### src/sv/jest_pkg.sv
// Shared types and constants for the joystick event state tracker.
`default_nettype none
package jest_pkg;

  // Event command codes
  localparam logic [2:0] CMD_AXIS     = 3'd0;
  localparam logic [2:0] CMD_BTN_DOWN = 3'd1;
  localparam logic [2:0] CMD_BTN_UP   = 3'd2;
  localparam logic [2:0] CMD_HAT      = 3'd3;

  localparam logic [7:0] AXIS_X = 8'd0;
  localparam logic [7:0] AXIS_Y = 8'd1;

  localparam int         NUM_BUTTONS = 32;
  localparam logic [14:0] DZ_RESET   = 15'd3000;

  // Quotient bits produced by the divider, one per step
  localparam int DIV_STEPS = 16;
  localparam int DIV_CNT_W = $clog2(DIV_STEPS);

  typedef struct packed {
    logic [2:0]          command;
    logic [7:0]          index;
    logic signed [15:0]  value;
  } jest_in_t;

  typedef struct packed {
    logic signed [15:0]  axis_x;
    logic signed [15:0]  axis_y;
    logic [31:0]         buttons;
    logic [3:0]          hat;
  } jest_out_t;

  typedef enum logic [2:0] {
    S_IDLE,
    S_EVAL,
    S_DIV,
    S_FIN,
    S_COMMIT
  } jest_state_t;

  // Controller to datapath
  typedef struct packed {
    logic latch;
    logic eval;
    logic div_step;
    logic fin;
    logic commit;
  } jest_ctl_t;

  // Datapath to controller
  typedef struct packed {
    logic need_div;
    logic changed;
    logic out_free;
  } jest_sts_t;

endpackage
`default_nettype wire

### src/sv/joystick_event_state_tracker.sv
// Top level of the joystick event state tracker: controller plus datapath.
// Flow: an axis 0/1 event that needs the 16-step divider runs EVAL, DIV and FIN before
//   COMMIT; every other event (saturated axes included) goes from EVAL to COMMIT.
// One transaction at a time: a new input waits until the last one leaves COMMIT;
//   the next input is taken the cycle after COMMIT, later if the output is stalled.
// Reset (rst, synchronous): positions, buttons and hat cleared, deadzone 3000.
`default_nettype none
module joystick_event_state_tracker #(
  parameter int NUM_BUTTONS = jest_pkg::NUM_BUTTONS
) (
  input  wire logic                clk,
  input  wire logic                rst,
  input  wire logic                cfg_write,
  input  wire logic [14:0]         cfg_data,
  input  wire logic                in_valid,
  output logic                     in_stall,
  input  wire jest_pkg::jest_in_t  in_data,
  output logic                     out_valid,
  input  wire logic                out_stall,
  output jest_pkg::jest_out_t      out_data
);
  import jest_pkg::*;

  // command / status between the sequencer and the datapath
  jest_ctl_t ctl;
  jest_sts_t sts;

  // Sequencer: IDLE -> EVAL -> (DIV x16 -> FIN) -> COMMIT.
  // COMMIT waits only when a changed state meets a full, stalled output register.
  jest_ctrl u_ctrl (
    .clk      (clk),
    .rst      (rst),
    .in_valid (in_valid),
    .in_stall (in_stall),
    .sts      (sts),
    .ctl      (ctl)
  );

  // Datapath: deadzone compare, saturation check, divider, state and output
  // register. The output register lets a new transaction enter while the last
  // result is still waiting downstream.
  jest_dpath #(
    .NUM_BUTTONS (NUM_BUTTONS)
  ) u_dpath (
    .clk       (clk),
    .rst       (rst),
    .cfg_write (cfg_write),
    .cfg_data  (cfg_data),
    .in_data   (in_data),
    .ctl       (ctl),
    .sts       (sts),
    .out_valid (out_valid),
    .out_stall (out_stall),
    .out_data  (out_data)
  );

  // One item in flight: an accepted transaction blocks the input next cycle.
  a_one_in_flight: assert property (@(posedge clk) disable iff (rst)
    in_valid && !in_stall |=> in_stall)
    else $error("input taken while an item is in flight");

  // A commit happens only on a real change with room in the output register.
  a_commit_ok: assert property (@(posedge clk) disable iff (rst)
    ctl.commit |-> sts.changed && sts.out_free)
    else $error("commit without change or without output room");

  // Output valid only rises from a commit.
  a_out_from_commit: assert property (@(posedge clk) disable iff (rst)
    $rose(out_valid) |-> $past(ctl.commit))
    else $error("output valid without a commit");

endmodule
`default_nettype wire

### src/sv/jest_ctrl.sv
// Sequencer for event evaluation, axis division and state commit.
`default_nettype none
module jest_ctrl (
  input  wire logic            clk,
  input  wire logic            rst,
  input  wire logic            in_valid,
  output logic                 in_stall,
  input  wire jest_pkg::jest_sts_t sts,
  output jest_pkg::jest_ctl_t  ctl
);
  import jest_pkg::*;

  jest_state_t          state, state_next;
  logic [DIV_CNT_W-1:0] div_cnt, div_cnt_next;

  always_ff @(posedge clk) begin
    if (rst) begin
      state   <= S_IDLE;
      div_cnt <= '0;
    end else begin
      state   <= state_next;
      div_cnt <= div_cnt_next;
    end
  end

  always_comb begin
    state_next   = state;
    div_cnt_next = div_cnt;
    ctl          = '0;
    in_stall     = (state != S_IDLE);
    unique case (state)
      S_IDLE: begin
        if (in_valid) begin
          ctl.latch  = 1'b1;
          state_next = S_EVAL;
        end
      end
      S_EVAL: begin
        ctl.eval     = 1'b1;
        div_cnt_next = '0;
        state_next   = sts.need_div ? S_DIV : S_COMMIT;
      end
      S_DIV: begin
        ctl.div_step = 1'b1;
        div_cnt_next = div_cnt + 1'b1;
        if (div_cnt == DIV_CNT_W'(DIV_STEPS - 1)) begin
          state_next = S_FIN;
        end
      end
      S_FIN: begin
        ctl.fin    = 1'b1;
        state_next = S_COMMIT;
      end
      S_COMMIT: begin
        // hold a changed transaction until the output register can take it; unchanged ones skip the commit
        if (!sts.changed) begin
          state_next = S_IDLE;
        end else if (sts.out_free) begin
          ctl.commit = 1'b1;
          state_next = S_IDLE;
        end
      end
      default: begin
        state_next = S_IDLE;
      end
    endcase
  end

endmodule
`default_nettype wire

### src/sv/jest_dpath.sv
// Datapath: event registers, deadzone divider, joystick state and output register.
`default_nettype none
module jest_dpath #(
  parameter int NUM_BUTTONS = jest_pkg::NUM_BUTTONS
) (
  input  wire logic                 clk,
  input  wire logic                 rst,
  input  wire logic                 cfg_write,
  input  wire logic [14:0]          cfg_data,
  input  wire jest_pkg::jest_in_t   in_data,
  input  wire jest_pkg::jest_ctl_t  ctl,
  output jest_pkg::jest_sts_t       sts,
  output logic                      out_valid,
  input  wire logic                 out_stall,
  output jest_pkg::jest_out_t       out_data
);
  import jest_pkg::*;

  logic [14:0]        deadzone;
  logic [2:0]         cmd_r;
  logic [7:0]         idx_r;
  logic signed [15:0] val_r;

  logic signed [15:0] norm;
  logic [15:0]        rem;
  logic [15:0]        shreg;
  logic [15:0]        quo;
  logic [15:0]        span_r;
  logic               neg_r;

  logic signed [15:0] x_position;
  logic signed [15:0] y_position;
  logic [31:0]        pressed_bits;
  logic [3:0]         hat_code;

  // deadzone arithmetic on the latched value
  logic        neg;
  logic [15:0] mag;
  logic        in_dz;
  logic [15:0] diff;
  logic [15:0] span;
  logic        ovf;
  logic        is_xy;

  always_comb begin
    neg    = val_r[15];
    mag    = neg ? 16'(~val_r + 16'sd1) : 16'(val_r);
    in_dz  = mag < {1'b0, deadzone};
    diff   = mag - {1'b0, deadzone};
    span   = neg ? (16'd32768 - {1'b0, deadzone}) : (16'd32767 - {1'b0, deadzone});
    // quotient would not fit 16 bits: saturates anyway
    ovf    = {1'b0, diff} >= {span, 1'b0};
    is_xy  = (cmd_r == CMD_AXIS) && ((idx_r == AXIS_X) || (idx_r == AXIS_Y));
  end

  // one restoring division step
  logic [16:0] trial;
  logic        take;
  always_comb begin
    trial = {rem, shreg[15]};
    take  = trial >= {1'b0, span_r};
  end

  // change detection
  logic        btn_ok;
  logic [31:0] bit_mask;
  logic [31:0] want;
  logic        changed;
  always_comb begin
    btn_ok   = ({1'b0, idx_r} < 9'(NUM_BUTTONS)) && (idx_r < 8'd32);
    bit_mask = 32'd1 << idx_r[4:0];
    want     = (cmd_r == CMD_BTN_DOWN) ? bit_mask : 32'd0;
    changed  = 1'b0;
    unique case (cmd_r)
      CMD_AXIS: begin
        if (idx_r == AXIS_X) begin
          changed = (norm != x_position);
        end else if (idx_r == AXIS_Y) begin
          changed = (norm != y_position);
        end
      end
      CMD_BTN_DOWN, CMD_BTN_UP: begin
        changed = btn_ok && ((pressed_bits & bit_mask) != want);
      end
      CMD_HAT: begin
        changed = (val_r[3:0] != hat_code);
      end
      default: begin
        changed = 1'b0;
      end
    endcase
  end

  always_comb begin
    sts.need_div = is_xy && !in_dz && !ovf;
    sts.changed  = changed;
    sts.out_free = !out_valid || !out_stall;
  end

  always_ff @(posedge clk) begin
    if (rst) begin
      deadzone <= DZ_RESET;
    end else if (cfg_write) begin
      deadzone <= cfg_data;
    end
  end

  always_ff @(posedge clk) begin
    if (ctl.latch) begin
      cmd_r <= in_data.command;
      idx_r <= in_data.index;
      val_r <= in_data.value;
    end
  end

  always_ff @(posedge clk) begin
    if (ctl.eval) begin
      rem    <= {1'b0, diff[15:1]};
      shreg  <= {diff[0], 15'd0};
      quo    <= '0;
      span_r <= span;
      neg_r  <= neg;
      if (in_dz) begin
        norm <= '0;
      end else begin
        norm <= neg ? 16'sh8000 : 16'sh7FFF;
      end
    end else if (ctl.div_step) begin
      rem   <= take ? 16'(trial - {1'b0, span_r}) : trial[15:0];
      quo   <= {quo[14:0], take};
      shreg <= {shreg[14:0], 1'b0};
    end else if (ctl.fin) begin
      if (neg_r) begin
        norm <= (quo > 16'd32768) ? 16'sh8000 : $signed(16'(16'd0 - quo));
      end else begin
        norm <= (quo > 16'd32767) ? 16'sh7FFF : $signed(quo);
      end
    end
  end

  always_ff @(posedge clk) begin
    if (rst) begin
      x_position   <= '0;
      y_position   <= '0;
      pressed_bits <= '0;
      hat_code     <= '0;
    end else if (ctl.commit) begin
      if (cmd_r == CMD_AXIS && idx_r == AXIS_X) begin
        x_position <= norm;
      end
      if (cmd_r == CMD_AXIS && idx_r == AXIS_Y) begin
        y_position <= norm;
      end
      if (cmd_r == CMD_BTN_DOWN || cmd_r == CMD_BTN_UP) begin
        pressed_bits <= (pressed_bits & ~bit_mask) | want;
      end
      if (cmd_r == CMD_HAT) begin
        hat_code <= val_r[3:0];
      end
    end
  end

  // output register; loaded with the post-commit state
  always_ff @(posedge clk) begin
    if (rst) begin
      out_valid <= 1'b0;
    end else if (ctl.commit) begin
      out_valid <= 1'b1;
    end else if (!out_stall) begin
      out_valid <= 1'b0;
    end
  end

  always_ff @(posedge clk) begin
    if (ctl.commit) begin
      out_data.axis_x  <= (cmd_r == CMD_AXIS && idx_r == AXIS_X) ? norm : x_position;
      out_data.axis_y  <= (cmd_r == CMD_AXIS && idx_r == AXIS_Y) ? norm : y_position;
      out_data.buttons <= (cmd_r == CMD_BTN_DOWN || cmd_r == CMD_BTN_UP)
                          ? ((pressed_bits & ~bit_mask) | want) : pressed_bits;
      out_data.hat     <= (cmd_r == CMD_HAT) ? val_r[3:0] : hat_code;
    end
  end

endmodule
`default_nettype wire
### config.mk
export PLATFORM = sky130hd
export DESIGN_NAME = joystick_event_state_tracker
export DESIGN_NICKNAME = d
export VERILOG_FILES = /design/src/sv/jest_pkg.sv /design/src/sv/joystick_event_state_tracker.sv /design/src/sv/jest_ctrl.sv /design/src/sv/jest_dpath.sv
export SDC_FILE = /design/constraint.sdc
export NUM_CORES = 1
export LEC_CHECK = 0
export ABC_AREA = 1
export BUFFER_PORTS_ARGS = -buffer_cell sky130_fd_sc_hd__buf_2
export CAP_MARGIN = 20
export CORE_ASPECT_RATIO = 1.75
export CORE_MARGIN = 5
export CORE_UTILIZATION = 55
export CTS_BUF_LIST = sky130_fd_sc_hd__clkbuf_16
export DETAILED_ROUTE_END_ITERATION = 8
export GPL_TIMING_DRIVEN = 0
export HOLD_SLACK_MARGIN = 0.06
export PLACE_DENSITY = 0.77
export SYNTH_ARGS = -nofsm -noshare
export SYNTH_HDL_FRONTEND = slang
export SYNTH_HIERARCHICAL = 1
export SYNTH_SLANG_ARGS = --single-unit
### constraint.sdc
create_clock -name clk -period 5.88 [get_ports clk]
set_clock_uncertainty 0.2 [all_clocks]
set_input_delay 0.294 -clock clk [delete_from_list [all_inputs] [get_ports clk]]
set_output_delay 0.294 -clock clk [all_outputs]
set_load 0.02 [all_outputs]
==> results.md <==
* Status: completed
* Critical Path AT at 4930 ps
* Top cell type's share of synthesized area at 0.2893
* Element type at the critical path end: register
* Grt ovf at 0
* Pleak at 8.208 nW
* Maximum vdd drop at 0.0003042 V
* Drt first pass iters at 6
* Port Buffers at 116
* Syn nets at 2053
* Drc violations at 0
* Vias in the first global route at 13.65k
* Fraction of layout cells with a size suffix above 1 at 0.1213
* #FFs+latches synth at 252
* Die area at 30700 um^2
* Overall power at 4.590 mW
* Slew @ Worst Pin at 910.1 ps
* Period utilisation layout at 0.8004
* Post-synthesis sequential area ratio at 0.4340
* Clock slew at reported path FFs at 60 ps
* Remaining antenna violation count at 0
* Num CTS Buffers at 24
* Final Hold Violating Endpoints at 0
* Unrepaired setup endpoints after global routing: false
* Hold-fix buffers at CTS at 50
* Mean area per synthesized cell at 7.649 um^2
* Layout area overhead at 15.88%
* YS warnings at 6
* Drt wl/cell at 17.48 um
* Num ports at 117
* # resized after CTS at 0
* Number of antenna violations at the first check in global routing at 0
* Crit path max fanout at 4
* Slew Viols, Final at 0
* Max_cap viols at 0
* CTS sink cnt at 252
* Routability congestion estimate at 1.089
* Power per cell area at 265.0 nW/um^2
* CTS tree: built
* Leading cell types in the layout, fill and taps excluded: nand2_1, inv_1, nor2_1, o21ai_0, edfxtp_1
* Post-DR vias/cell at 5.560
* Initial Util at 0.5530
* Fin crit period at 4707 ps
* Post-synth top area cell: edfxtp_1
* Area contributors post-synth: edfxtp_1, dfxtp_1, nand2_1
* Diode count at 0
* Die Ht at 228.1 um
* Setup CP Type: register to register
* Final wirelength at 43640 um
* Cell variety after synth at 43
* Final setup viols at 0
* Cell row count at 80
* Root buffer cell: clkbuf_16
* Crit start category: register
* Die W at 134.6 um
* Nets at 2249
* CP required at 6100 ps
* CTS H-tree depth at 1
* Max-Slew Margin vs Limit at 0.3918
* Mapped Cells at 1954
* Fmax at 212.5 MHz
* Most common cell after layout, fill and taps aside: nand2_1
* Largest net degree at the start of global routing at 37
* Clk_lat worst skew at 540 ps
* Drt first-iter violations at 1182
* Postcts setup bufs at 0
* Clock Path Buffers at 3
* Mapped cell area at 14950 um^2
* Core area at 27030 um^2
* Hold WC Path Type: input pin to register
* GRT Util Overall at 0.2818
* Global-route wire length before repair at 69300 um
* Vias at 13.88k
* Hpwl dp at 33470 um
* Setup tns final at 0 ps
[registers in the layout, indices dropped and copies added, names as in the netlist]
signal,cells
u_dpath/norm,16
u_dpath/quo,16
u_dpath/x_position,16
u_dpath/pressed_bits,32
u_dpath/shreg,1
u_dpath/hat_code,4
u_dpath/idx_r,8
u_dpath/rem,16
u_dpath/cmd_r,3
u_dpath/out_valid,1
u_dpath/deadzone,15
u_dpath/out_data,68
u_ctrl/state,3
u_dpath/val_r,16
u_dpath/y_position,16
u_ctrl/div_cnt,4
u_dpath/span_r,16
u_dpath/neg_r,1
[cell type report]
cell class              instances  area, um^2
plain buffers                  71       397.9
clock buffers                  26       650.6
clock inverters                18       130.1
fillers                      2405        9707
inverters                     325        1220
multi-input cells            1306        6857
flip-flops and latches        252        6486
well taps                     328       410.4
repair buffers                170        1167
[power breakdown]
| group | switching [mW] | leakage, nW | total, mW | internal (mW) |
|---|---|---|---|---|
| Sequential | 0.0505 | 2.25 | 2.00 | 1.95 |
| Combinational | 0.681 | 5.54 | 1.04 | 0.362 |
| Clock | 0.664 | 0.416 | 1.54 | 0.881 |
| Total | 1.40 | 8.21 | 4.59 | 3.19 |
[worst max-delay path: stages (launching register included)]
cell      delay, ps
edfxtp_1        460
inv_1           220
ha_1            210
nand3_1         150
nor3_1          220
nand3_1         160
nand2_1         120
o21ai_0         100
xor2_1          170
ha_1            380
nand2_1         100
o21ai_0         240
a21oi_1          90
or2_2           290
and2_1          150
ha_1            310
nand2_1          90
nor2_1           50
a211oi_1        190
a21oi_1         120
nor3_2          350
nand2_1          90
nand2_1          70
a21oi_1          60
[Yosys cell counts (all sizes together)]
cell,count
clkbuf,37
a31oi,1
a21o,4
dfxtp,108
inv,322
fa,2
o21bai,2
ha,50
or2,4
o21ai,238
nand3,130
a21boi,1
o21a,2
nor4,1
o211ai,1
nand2,426
nand4,28
o31ai,1
nand3b,16
xnor2,17
xor2,49
nor2,175
a211oi,1
a21oi,111
nor3,27
and2,4
clkinv,3
buf,34
o22ai,15
edfxtp,144
[path summary, 6_finish.rpt]
path / end / cells past startpoint / slack [ps] / start
max: u_ctrl/state[2] / 23 / 1170 / u_dpath/val_r[0]
min: u_dpath/deadzone[7] / 3 / 120 / cfg_write
max reg2reg: u_ctrl/state[2] / 23 / 1170 / u_dpath/val_r[0]
min reg2reg: u_dpath/rem[15] / 2 / 270 / u_dpath/rem[15]
[routing by layer]
| layer | global-route usage | vias up | routed length [um] |
|---|---|---|---|
| li1 | - | 6755 | - |
| met2 | 0.5299 | 558 | 23200 |
| met5 | 0 | - | 0 |
| met3 | 0.02535 | 181 | 2076 |
| met4 | 0.1707 | 0 | 2871 |
| met1 | 0.2975 | 6384 | 15490 |
[logic make-up (layout without fill, tap and decap cells)]
group,Yosys count,in the layout,share of synthesized area
buf+inv,396,610,0.1082
compound gates,377,377,0.1370
xor+xnor,66,66,0.03868
flops,252,252,0.4340
fa+ha+maj,52,52,0.04454
simple gates,811,811,0.2375
[per-stage QoR]
stage	instances	hold slack, ps	util	cell area, um^2	setup WS [ps]
2_1_floorplan	1954	163.1	-	14950	67.85
3_3_place_gp	2398	267.6	0.5897	15940	-2554
3_5_place_dp	2402	267.4	0.5934	16040	1233
4_1_cts	2496	60.53	0.6408	17320	1184
5_1_grt	2496	108.9	0.6408	17320	779.9
6_report	2496	123.9	0.6408	17320	1173
Note: power is estimated with default switching activity, not from simulation.
